### src/tfp_pkg.sv
// types and constants of the telemetry frame parser
// no dependencies
`default_nettype none

package tfp_pkg;

    // header and frame type bytes
    localparam logic [7:0] SYNC_DOLLAR = 8'h24;
    localparam logic [7:0] SYNC_T      = 8'h54;
    localparam logic [7:0] TYPE_GPS    = 8'h47;
    localparam logic [7:0] TYPE_ATT    = 8'h41;
    localparam logic [7:0] TYPE_STATUS = 8'h53;

    // frame kinds as reported
    localparam logic [1:0] KIND_GPS    = 2'd0;
    localparam logic [1:0] KIND_ATT    = 2'd1;
    localparam logic [1:0] KIND_STATUS = 2'd2;

    // payload lengths: frame length minus header, type and checksum
    localparam logic [3:0] LEN_GPS    = 4'd14;
    localparam logic [3:0] LEN_ATT    = 4'd6;
    localparam logic [3:0] LEN_STATUS = 4'd7;

    localparam logic [15:0] HEADING_WRAP = 16'd360;

    // km/h = (ms*36+5)/10 folded into one constant multiply:
    // ((ms*36+5)*6554) >> 16 = (ms*235944 + 32770) >> 16, exact for ms < 256
    localparam logic [25:0] KMH_MUL = 26'd235944;
    localparam logic [25:0] KMH_ADD = 26'd32770;

    localparam int QUEUE_DEPTH = 2;

    typedef struct packed {
        logic [1:0]         frame_kind;
        logic signed [31:0] first_value;
        logic signed [31:0] second_value;
        logic signed [31:0] third_value;
        logic [7:0]         speed_ms;
        logic [9:0]         speed_kmh;
        logic [5:0]         satellites;
        logic [1:0]         fix_kind;
        logic [7:0]         signal_strength;
        logic [7:0]         air_speed;
        logic [1:0]         status_flags;
        logic [5:0]         flight_mode;
    } tfp_rec_t;

    function automatic logic [9:0] kmh_of(input logic [7:0] ms);
        logic [25:0] prod;
        prod = 26'(ms) * KMH_MUL + KMH_ADD;
        return prod[25:16];
    endfunction

endpackage

`default_nettype wire

### src/tfp_if.sv
// valid/ready channels of the telemetry frame parser
// depends on tfp_pkg for the record type
`default_nettype none

interface tfp_byte_if;
    logic       valid;
    logic       ready;
    logic [7:0] rx_byte;

    modport source (output valid, output rx_byte, input ready);
    modport sink   (input valid, input rx_byte, output ready);
endinterface

interface tfp_frame_if;
    logic             valid;
    logic             ready;
    tfp_pkg::tfp_rec_t rec;

    modport source (output valid, output rec, input ready);
    modport sink   (input valid, input rec, output ready);
endinterface

`default_nettype wire

### src/tfp_front.sv
// front end: header hunt, payload capture and checksum of one frame
// depends on tfp_pkg
`default_nettype none

module tfp_front #(
    parameter int MAX_PAYLOAD = 14
) (
    input  wire logic                     clk,
    input  wire logic                     rst_n,
    input  wire logic                     byte_valid,
    input  wire logic [7:0]               byte_data,
    output logic                          byte_ready,
    input  wire logic                     queue_full,
    output logic                          push,
    output logic [1:0]                    push_kind,
    output logic [MAX_PAYLOAD*8-1:0]      push_payload
);

    localparam int IDX_W = $clog2(MAX_PAYLOAD);

    localparam logic [1:0] PH_IDLE   = 2'd0;
    localparam logic [1:0] PH_START1 = 2'd1;
    localparam logic [1:0] PH_START2 = 2'd2;
    localparam logic [1:0] PH_DATA   = 2'd3;

    logic [1:0] phase_reg, phase_next;
    logic [3:0] cnt_reg, cnt_next;
    logic [7:0] xor_reg, xor_next;
    logic [1:0] kind_reg, kind_next;
    logic [3:0] len_reg, len_next;
    logic [7:0] xor_new;
    logic       accept;
    logic       store_we;
    logic [7:0] store [MAX_PAYLOAD];

    assign byte_ready = !queue_full;
    assign accept     = byte_valid && byte_ready;
    assign xor_new    = (cnt_reg == 4'd0) ? byte_data : (xor_reg ^ byte_data);
    assign store_we   = accept && (phase_reg == PH_DATA) && (cnt_reg < len_reg)
                        && (int'(cnt_reg) < MAX_PAYLOAD);

    always_comb
    begin
        phase_next = phase_reg;
        cnt_next   = cnt_reg;
        xor_next   = xor_reg;
        kind_next  = kind_reg;
        len_next   = len_reg;
        push       = 1'b0;
        if (accept)
        begin
            case (phase_reg)
                PH_IDLE:
                begin
                    if (byte_data == tfp_pkg::SYNC_DOLLAR)
                        phase_next = PH_START1;
                end
                PH_START1:
                begin
                    phase_next = (byte_data == tfp_pkg::SYNC_T) ? PH_START2 : PH_IDLE;
                end
                PH_START2:
                begin
                    cnt_next   = 4'd0;
                    phase_next = PH_DATA;
                    case (byte_data)
                        tfp_pkg::TYPE_GPS:
                        begin
                            kind_next = tfp_pkg::KIND_GPS;
                            len_next  = tfp_pkg::LEN_GPS;
                        end
                        tfp_pkg::TYPE_ATT:
                        begin
                            kind_next = tfp_pkg::KIND_ATT;
                            len_next  = tfp_pkg::LEN_ATT;
                        end
                        tfp_pkg::TYPE_STATUS:
                        begin
                            kind_next = tfp_pkg::KIND_STATUS;
                            len_next  = tfp_pkg::LEN_STATUS;
                        end
                        default:
                        begin
                            phase_next = PH_IDLE;
                        end
                    endcase
                end
                PH_DATA:
                begin
                    xor_next = xor_new;
                    if (cnt_reg >= len_reg)
                    begin
                        // checksum byte: good frame when everything cancels
                        phase_next = PH_IDLE;
                        push       = (xor_new == 8'd0);
                    end
                    else
                    begin
                        cnt_next = cnt_reg + 4'd1;
                    end
                end
                default:
                begin
                    phase_next = PH_IDLE;
                end
            endcase
        end
    end

    always_ff @(posedge clk or negedge rst_n)
    begin
        if (!rst_n)
        begin
            phase_reg <= PH_IDLE;
            cnt_reg   <= 4'd0;
            xor_reg   <= 8'd0;
            kind_reg  <= tfp_pkg::KIND_GPS;
            len_reg   <= 4'd0;
        end
        else
        begin
            phase_reg <= phase_next;
            cnt_reg   <= cnt_next;
            xor_reg   <= xor_next;
            kind_reg  <= kind_next;
            len_reg   <= len_next;
        end
    end

    // payload bytes, no reset: every byte a frame kind reads is written first
    always_ff @(posedge clk)
    begin
        if (store_we)
            store[cnt_reg[IDX_W-1:0]] <= byte_data;
    end

    assign push_kind = kind_reg;

    always_comb
    begin
        for (int i = 0; i < MAX_PAYLOAD; i++)
            push_payload[i*8 +: 8] = store[i];
    end

endmodule

`default_nettype wire

### src/tfp_queue.sv
// short queue of checked frames between front and back end
// depends on tfp_pkg for the depth
`default_nettype none

module tfp_queue #(
    parameter int WIDTH = 114
) (
    input  wire logic             clk,
    input  wire logic             rst_n,
    input  wire logic             push,
    input  wire logic [WIDTH-1:0] push_data,
    output logic                  full,
    input  wire logic             pop,
    output logic                  head_valid,
    output logic [WIDTH-1:0]      head_data
);

    localparam int DEPTH = tfp_pkg::QUEUE_DEPTH;
    localparam int PTR_W = (DEPTH > 1) ? $clog2(DEPTH) : 1;
    localparam int CNT_W = $clog2(DEPTH + 1);

    logic [WIDTH-1:0] slots [DEPTH];
    logic [PTR_W-1:0] wr_ptr_reg, wr_ptr_next;
    logic [PTR_W-1:0] rd_ptr_reg, rd_ptr_next;
    logic [CNT_W-1:0] count_reg, count_next;
    logic             do_push;
    logic             do_pop;

    assign full       = (count_reg == CNT_W'(DEPTH));
    assign head_valid = (count_reg != '0);
    assign do_push    = push && !full;
    assign do_pop     = pop && head_valid;
    assign head_data  = slots[rd_ptr_reg];

    always_comb
    begin
        wr_ptr_next = wr_ptr_reg;
        rd_ptr_next = rd_ptr_reg;
        count_next  = count_reg;
        if (do_push)
            wr_ptr_next = (wr_ptr_reg == PTR_W'(DEPTH - 1)) ? '0 : wr_ptr_reg + 1'b1;
        if (do_pop)
            rd_ptr_next = (rd_ptr_reg == PTR_W'(DEPTH - 1)) ? '0 : rd_ptr_reg + 1'b1;
        if (do_push && !do_pop)
            count_next = count_reg + 1'b1;
        else if (do_pop && !do_push)
            count_next = count_reg - 1'b1;
    end

    always_ff @(posedge clk or negedge rst_n)
    begin
        if (!rst_n)
        begin
            wr_ptr_reg <= '0;
            rd_ptr_reg <= '0;
            count_reg  <= '0;
        end
        else
        begin
            wr_ptr_reg <= wr_ptr_next;
            rd_ptr_reg <= rd_ptr_next;
            count_reg  <= count_next;
        end
    end

    always_ff @(posedge clk)
    begin
        if (do_push)
            slots[wr_ptr_reg] <= push_data;
    end

endmodule

`default_nettype wire

### src/tfp_back.sv
// back end: field decode of a checked frame into the result register
// depends on tfp_pkg
`default_nettype none

module tfp_back #(
    parameter int MAX_PAYLOAD = 14
) (
    input  wire logic                        clk,
    input  wire logic                        rst_n,
    input  wire logic                        head_valid,
    input  wire logic [1:0]                  head_kind,
    input  wire logic [MAX_PAYLOAD*8-1:0]    head_payload,
    output logic                             pop,
    output logic                             res_valid,
    input  wire logic                        res_ready,
    output tfp_pkg::tfp_rec_t                res_rec
);

    tfp_pkg::tfp_rec_t rec_reg, rec_next;
    logic              valid_reg, valid_next;
    logic [15:0]       heading;
    logic [7:0]        sats_fix;
    logic [7:0]        mode_byte;

    assign pop = head_valid && (!valid_reg || res_ready);

    always_comb
    begin
        heading   = head_payload[47:32];
        sats_fix  = head_payload[111:104];
        mode_byte = head_payload[55:48];
        if (heading[15])
            heading = heading + tfp_pkg::HEADING_WRAP;

        rec_next            = '0;
        rec_next.frame_kind = head_kind;
        case (head_kind)
            tfp_pkg::KIND_GPS:
            begin
                rec_next.first_value  = head_payload[31:0];
                rec_next.second_value = head_payload[63:32];
                rec_next.third_value  = head_payload[103:72];
                rec_next.speed_ms     = head_payload[71:64];
                rec_next.speed_kmh    = tfp_pkg::kmh_of(head_payload[71:64]);
                rec_next.satellites   = sats_fix[7:2];
                rec_next.fix_kind     = sats_fix[1:0];
            end
            tfp_pkg::KIND_ATT:
            begin
                rec_next.first_value  = 32'(signed'(head_payload[15:0]));
                rec_next.second_value = 32'(signed'(head_payload[31:16]));
                rec_next.third_value  = 32'(signed'(heading));
            end
            tfp_pkg::KIND_STATUS:
            begin
                rec_next.first_value     = {16'd0, head_payload[15:0]};
                rec_next.second_value    = {16'd0, head_payload[31:16]};
                rec_next.signal_strength = head_payload[39:32];
                rec_next.air_speed       = head_payload[47:40];
                rec_next.status_flags    = mode_byte[1:0];
                rec_next.flight_mode     = mode_byte[7:2];
            end
            default:
            begin
                rec_next.frame_kind = head_kind;
            end
        endcase
    end

    always_comb
    begin
        valid_next = valid_reg;
        if (pop)
            valid_next = 1'b1;
        else if (res_ready)
            valid_next = 1'b0;
    end

    always_ff @(posedge clk or negedge rst_n)
    begin
        if (!rst_n)
            valid_reg <= 1'b0;
        else
            valid_reg <= valid_next;
    end

    always_ff @(posedge clk)
    begin
        if (pop)
            rec_reg <= rec_next;
    end

    assign res_valid = valid_reg;
    assign res_rec   = rec_reg;

endmodule

`default_nettype wire

### src/telemetry_frame_parser.sv
// top level of the telemetry frame parser: front end, frame queue, back end
// depends on tfp_pkg, tfp_if, tfp_front, tfp_queue, tfp_back
//
// usage
//   rx carries one received serial byte per transfer; result carries one
//   decoded record per frame whose header, type and checksum are good
//   frames start with '$' 'T' and a type byte (G gps, A attitude, S status),
//   then 14, 6 or 7 payload bytes and an xor checksum byte
//   broken headers, unknown types and bad checksums give no record
//   throughput: one byte per cycle, rx.ready stays high while the frame
//   queue has room
//   the record reaches result from the transfer of the checksum byte through
//   a queue slot and then the result register
//   when the receiver stalls, result holds its record and up to two more
//   checked frames wait in the queue; only then does rx.ready drop
//   reset: parser back to hunting for '$', queue empty, result.valid low
//   fields that do not apply to the frame kind read as zero
`default_nettype none

module telemetry_frame_parser #(
    parameter int MAX_PAYLOAD = 14
) (
    input  wire logic    clk,
    input  wire logic    rst_n,
    tfp_byte_if.sink     rx,
    tfp_frame_if.source  result
);

    localparam int ENTRY_W = 2 + MAX_PAYLOAD * 8;

    // front end to queue
    logic                       push;
    logic [1:0]                 push_kind;
    logic [MAX_PAYLOAD*8-1:0]   push_payload;
    logic                       queue_full;

    // queue to back end
    logic                       pop;
    logic                       head_valid;
    logic [ENTRY_W-1:0]         head_data;

    // header hunt, payload capture and checksum
    tfp_front #(
        .MAX_PAYLOAD (MAX_PAYLOAD)
    ) u_front (
        .clk          (clk),
        .rst_n        (rst_n),
        .byte_valid   (rx.valid),
        .byte_data    (rx.rx_byte),
        .byte_ready   (rx.ready),
        .queue_full   (queue_full),
        .push         (push),
        .push_kind    (push_kind),
        .push_payload (push_payload)
    );

    // checked frames waiting for the back end
    tfp_queue #(
        .WIDTH (ENTRY_W)
    ) u_queue (
        .clk        (clk),
        .rst_n      (rst_n),
        .push       (push),
        .push_data  ({push_kind, push_payload}),
        .full       (queue_full),
        .pop        (pop),
        .head_valid (head_valid),
        .head_data  (head_data)
    );

    // field decode and result register
    tfp_back #(
        .MAX_PAYLOAD (MAX_PAYLOAD)
    ) u_back (
        .clk          (clk),
        .rst_n        (rst_n),
        .head_valid   (head_valid),
        .head_kind    (head_data[ENTRY_W-1 -: 2]),
        .head_payload (head_data[MAX_PAYLOAD*8-1:0]),
        .pop          (pop),
        .res_valid    (result.valid),
        .res_ready    (result.ready),
        .res_rec      (result.rec)
    );

endmodule

`default_nettype wire

### src/flat_wrapper.sv
// flat-port wrapper written by rule: the top's interface ports become plain ports
module telemetry_frame_parser_flat 
#(
    parameter int MAX_PAYLOAD = 14
)
  (clk, rst_n, rx_valid, rx_rx_byte, rx_ready, result_valid, result_rec, result_ready);
  tfp_byte_if rx_i ();
  tfp_frame_if result_i ();
  input  wire logic clk;
  input  wire logic rst_n;
  input wire logic [$bits(rx_i.valid)-1:0] rx_valid;
  input wire logic [$bits(rx_i.rx_byte)-1:0] rx_rx_byte;
  output wire logic [$bits(rx_i.ready)-1:0] rx_ready;
  output wire logic [$bits(result_i.valid)-1:0] result_valid;
  output wire logic [$bits(result_i.rec)-1:0] result_rec;
  input wire logic [$bits(result_i.ready)-1:0] result_ready;
  assign rx_i.valid = rx_valid;
  assign rx_i.rx_byte = rx_rx_byte;
  assign rx_ready = rx_i.ready;
  assign result_valid = result_i.valid;
  assign result_rec = result_i.rec;
  assign result_i.ready = result_ready;
  telemetry_frame_parser #(.MAX_PAYLOAD(MAX_PAYLOAD)) u_core (.clk(clk), .rst_n(rst_n), .rx(rx_i), .result(result_i));
endmodule
### config.mk
export PLATFORM = sky130hd
export DESIGN_NAME = telemetry_frame_parser_flat
export DESIGN_NICKNAME = d
export VERILOG_FILES = /design/src/tfp_pkg.sv /design/src/tfp_if.sv /design/src/tfp_front.sv /design/src/tfp_queue.sv /design/src/tfp_back.sv /design/src/telemetry_frame_parser.sv /design/src/flat_wrapper.sv
export SDC_FILE = /design/constraint.sdc
export NUM_CORES = 1
export LEC_CHECK = 0
export CAP_MARGIN = 0
export CORE_MARGIN = 10
export CORE_UTILIZATION = 55
export DETAILED_ROUTE_END_ITERATION = 10
export DONT_BUFFER_PORTS = 1
export PLACE_DENSITY = 0.73
export SETUP_SLACK_MARGIN = 0.3
export SLEW_MARGIN = 20
export SYNTH_ARGS = -nofsm -noshare
export SYNTH_HDL_FRONTEND = slang
export SYNTH_SLANG_ARGS = --single-unit
### constraint.sdc
create_clock -name clk -period 20.8 [get_ports clk]
set_input_delay 1.04 -clock clk [delete_from_list [all_inputs] [get_ports clk]]
set_output_delay 1.04 -clock clk [all_outputs]
set_load 0.01 [all_outputs]
==> flow_summary.toml <==
[synth]
yosysWarningCount = 0
synth-async-reset-ratio_pct = 4.501
postSynthAreaPerCell_um2 = 15.60
yosysUniqueCellTypes = 59
synth_edf_count = 488
synth.net_count = 1451
synth_seq_area_share_pct = 72.58
postSynthRegisterBits = 511
synthCells = 1345
synthFlopType = "sky130_fd_sc_hd__edfxtp_1"
syn_std_cell_area_um2 = 20980

[setup_path]
capturing_element_type_of_the_critical_path = "flop"
crit_path_max_fanout = 55
worstSetupStartpointType = "flop"
critPathCapture = "u_core.u_back.res_rec[41]"
critical_path.max_stage_delay_ns = 0.77
setup.worst_path.class = "flop to flop"
reg2reg_from = "u_core.u_queue.rd_ptr_reg"
timing.reg2reg.worst_path_depth = 18
crit_required_ns = 21.14
reg2reg_to = "u_core.u_back.res_rec[41]"
path_common_cell = "sky130_fd_sc_hd__ha_1"
reg2reg_setup_slack_ns = 13.67
cp-startpoint = "u_core.u_queue.rd_ptr_reg"
cpMaxStageDelayCell = "sky130_fd_sc_hd__buf_4"
critical_path_arrival_ns = 7.47
cell_chain_critical_path = "buf_4, mux2i_1, inv_1, ha_1, fa_1, xor2_1, ha_1, ha_1, ha_1, nand2_1, o21ai_1, mux2_2, a211oi_1, ha_1, nand3_1, or4_4, nor4b_2, mux2_1"

[clocking]
clock_tree.htree_level_count = 2
ctsLongestPathBuffers = 3
clock-root-buffer = "sky130_fd_sc_hd__clkbuf_16"
cts_hold_buffers = 0
clock_tree_from_tritoncts = "yes"
post_cts.resized_instances = 0
worst_path_clk_slew_ns = 0.06
numCtsBuffers = 50
post_cts_setup_buffers = 0
cts_sinks = 511
clk_latency_ns = 0.59

[placed_design]
gpl.final_weighted_congestion = 0.8369
detailedPlacementHpwl_um = 26360
io_buffers = 0
post_place_worst_slack_ns = 13.71

[die]
start_util_pct = 55.71
floorplan.die.width_um = 215.3
design.die.area_um2 = 46360
die_h_um = 215.3
rows = 71
io_pins = 162
core-area_um2 = 37670

[cells_and_area]
largest_register = "u_core.u_queue.slots"
filler_cell_count = 2777
diodes = 0
fin_util_pct = 61.54
final_cell_mix = "488 x sky130_fd_sc_hd__edfxtp_1, 128 x sky130_fd_sc_hd__nor2_1, 107 x sky130_fd_sc_hd__mux2i_1"
largest_register_ffs = 228
layout.cells.most_common = "sky130_fd_sc_hd__edfxtp_1"
final_layout_size_suffix_gt1_share_pct = 7.347
synthesis_to_finish_area_growth_pct = 10.48
nNetsFinal = 1470

[sta]
setup_ws_ns = 13.67
timing.hold.ws_ns = 0.1593
grt_setup_unrepaired = "no"
final-hold-violation-count = 0
slew_headroom_pct = 27.64
finalSetupTns_ns = 0
drv_slew = 0
clock.fmax_mhz = 140.3
layout_worst_path_cycle_share_pct = 34.28
min_period_ns = 7.130
final-setup-viol-count = 0
final.setup_skew_ns = 0.02272
timing_worst_slew_pin_value_ns = 1.058

[route]
wire_per_inst_um = 22.26
routed-via-count = 10950
initialDrtViolationCount = 1170
vias_per_cell = 5.724
route.detailed.drc = 0
finalWirelength_um = 42590
drt_pre_antenna_iters = 5
antenna_violating_nets_post_route = 0

[global_route]
largest_net_degree_at_the_start_of_global_routing = 93
grt_first_pass_wirelength_um = 65270
grt_overflow = 0
number_of_global_route_vias_before_repair = 10850
grt_antenna_before_repair = 1
global_route.usage.total_pct = 18.08

[power]
share_clk_of_total_power_pct = 44.4
cellPowerDensity_nw_per_um2 = 86.53
register_share_of_total_power_pct = 55.5
netSwitchingFraction_pct = 18.20
max-vdd-ir-drop_v = 0.00006094
report.power.total_uw = 2006
p_switching_uw = 365.0
comb_power_share_pct = 0.1
internal-power_uw = 1641
cellLeakagePower_uw = 0.007879

[worst_hold_path]
hold_class = "input port to asynchronous set/reset pin"

[job]
cap_viol_max_count = 0

[status]
outcome = "finished, final reports clean"
==> per-stage QoR <==
stage / area (um2) / std cells
after global placement: 21570 / 1823
after floorplan: 20980 / 1345
final: 23180 / 1913
after detailed placement: 21570 / 1823
after global routing: 23180 / 1913
after CTS: 23180 / 1913
==> worst min-delay path by stage <==
stage | from | end | cells past startpoint
floorplan | u_core.u_front.store[0][0] | u_core.u_queue.slots[0][0] | 0
global placement | u_core.u_front.store[12][1] | u_core.u_queue.slots[0][97] | 0
detailed placement | u_core.u_front.store[13][1] | u_core.u_queue.slots[0][105] | 0
CTS | rst_n | u_core.u_queue.rd_ptr_reg | 0
global route | rst_n | u_core.u_front.xor_reg[2] | 0
finish | rst_n | u_core.u_front.xor_reg[6] | 0
==> final cells by class <==
type	count	area, um2	share of cell area, %
sequential	511	15230	65.72
timing repair buffer	14	105.1	0.4534
tap	511	639.4	2.758
clock inverter	22	231.5	0.9985
inverter	71	271.5	1.171
clock buffer	68	1383	5.964
multi-input combinational	716	5318	22.94
==> logic make-up after synthesis <==
group / share of synthesized area (%)
xor gates and xnor gates: 1.294
adders and majority gates: 6.464
AOI/OAI and AO/OA: 5.891
buffers and inverters: 2.153
and+or+nand+nor: 6.136
DFF: 72.58
muxes: 5.480
==> power by group through the flow <==
stage / logic [uW] / clock network [uW] / registers, uW
global route: 2.53 / 952 / 1110
floorplan: 2.79 / 0 / 1140
finish: 2.20 / 890 / 1110
global placement: 2.11 / 0 / 1140
detailed placement: 2.18 / 0 / 1140
CTS: 2.19 / 906 / 1110
==> cells in the mapped netlist, drive strengths merged, types with 12 or more instances <==
| master | number | area (um2) |
|---|---|---|
| fa | 24 | 480.5 |
| ha | 70 | 875.8 |
| mux2i | 107 | 1071 |
| nor2 | 128 | 480.5 |
| nand2 | 48 | 180.2 |
| a21oi | 38 | 193.9 |
| dfrtp | 23 | 575.6 |
| xnor2 | 19 | 166.4 |
| inv | 71 | 266.5 |
| nor3 | 19 | 95.09 |
| clkbuf | 28 | 105.1 |
| a211oi | 17 | 137.6 |
| xor2 | 12 | 105.1 |
| o21ai | 80 | 400.4 |
| buf | 19 | 80.07 |
| edfxtp | 488 | 14650 |
| o22ai | 25 | 156.4 |
==> routing by layer <==
| layer | vias to the layer above | share of wire (%) | global-route usage [%] |
|---|---|---|---|
| met5 | - | 0 | 0 |
| met4 | 0 | 2.0 | 4.881 |
| met3 | 63 | 7.6 | 4.635 |
| met2 | 373 | 47 | 28.47 |
| met1 | 5428 | 43 | 24.61 |
| li1 | 5086 | - | - |
==> critical path, delay by kind of cell, from the launching register on <==
family | cells | cell delay [ns]
adders and majority gates | 6 | 2.17
muxes | 3 | 1.28
and+or+nand+nor | 4 | 0.95
buffers and inverters | 2 | 0.93
DFF | 1 | 0.75
AOI/OAI and AO/OA | 2 | 0.56
xor gates and xnor gates | 1 | 0.20
(Power assumes the default switching activity.)
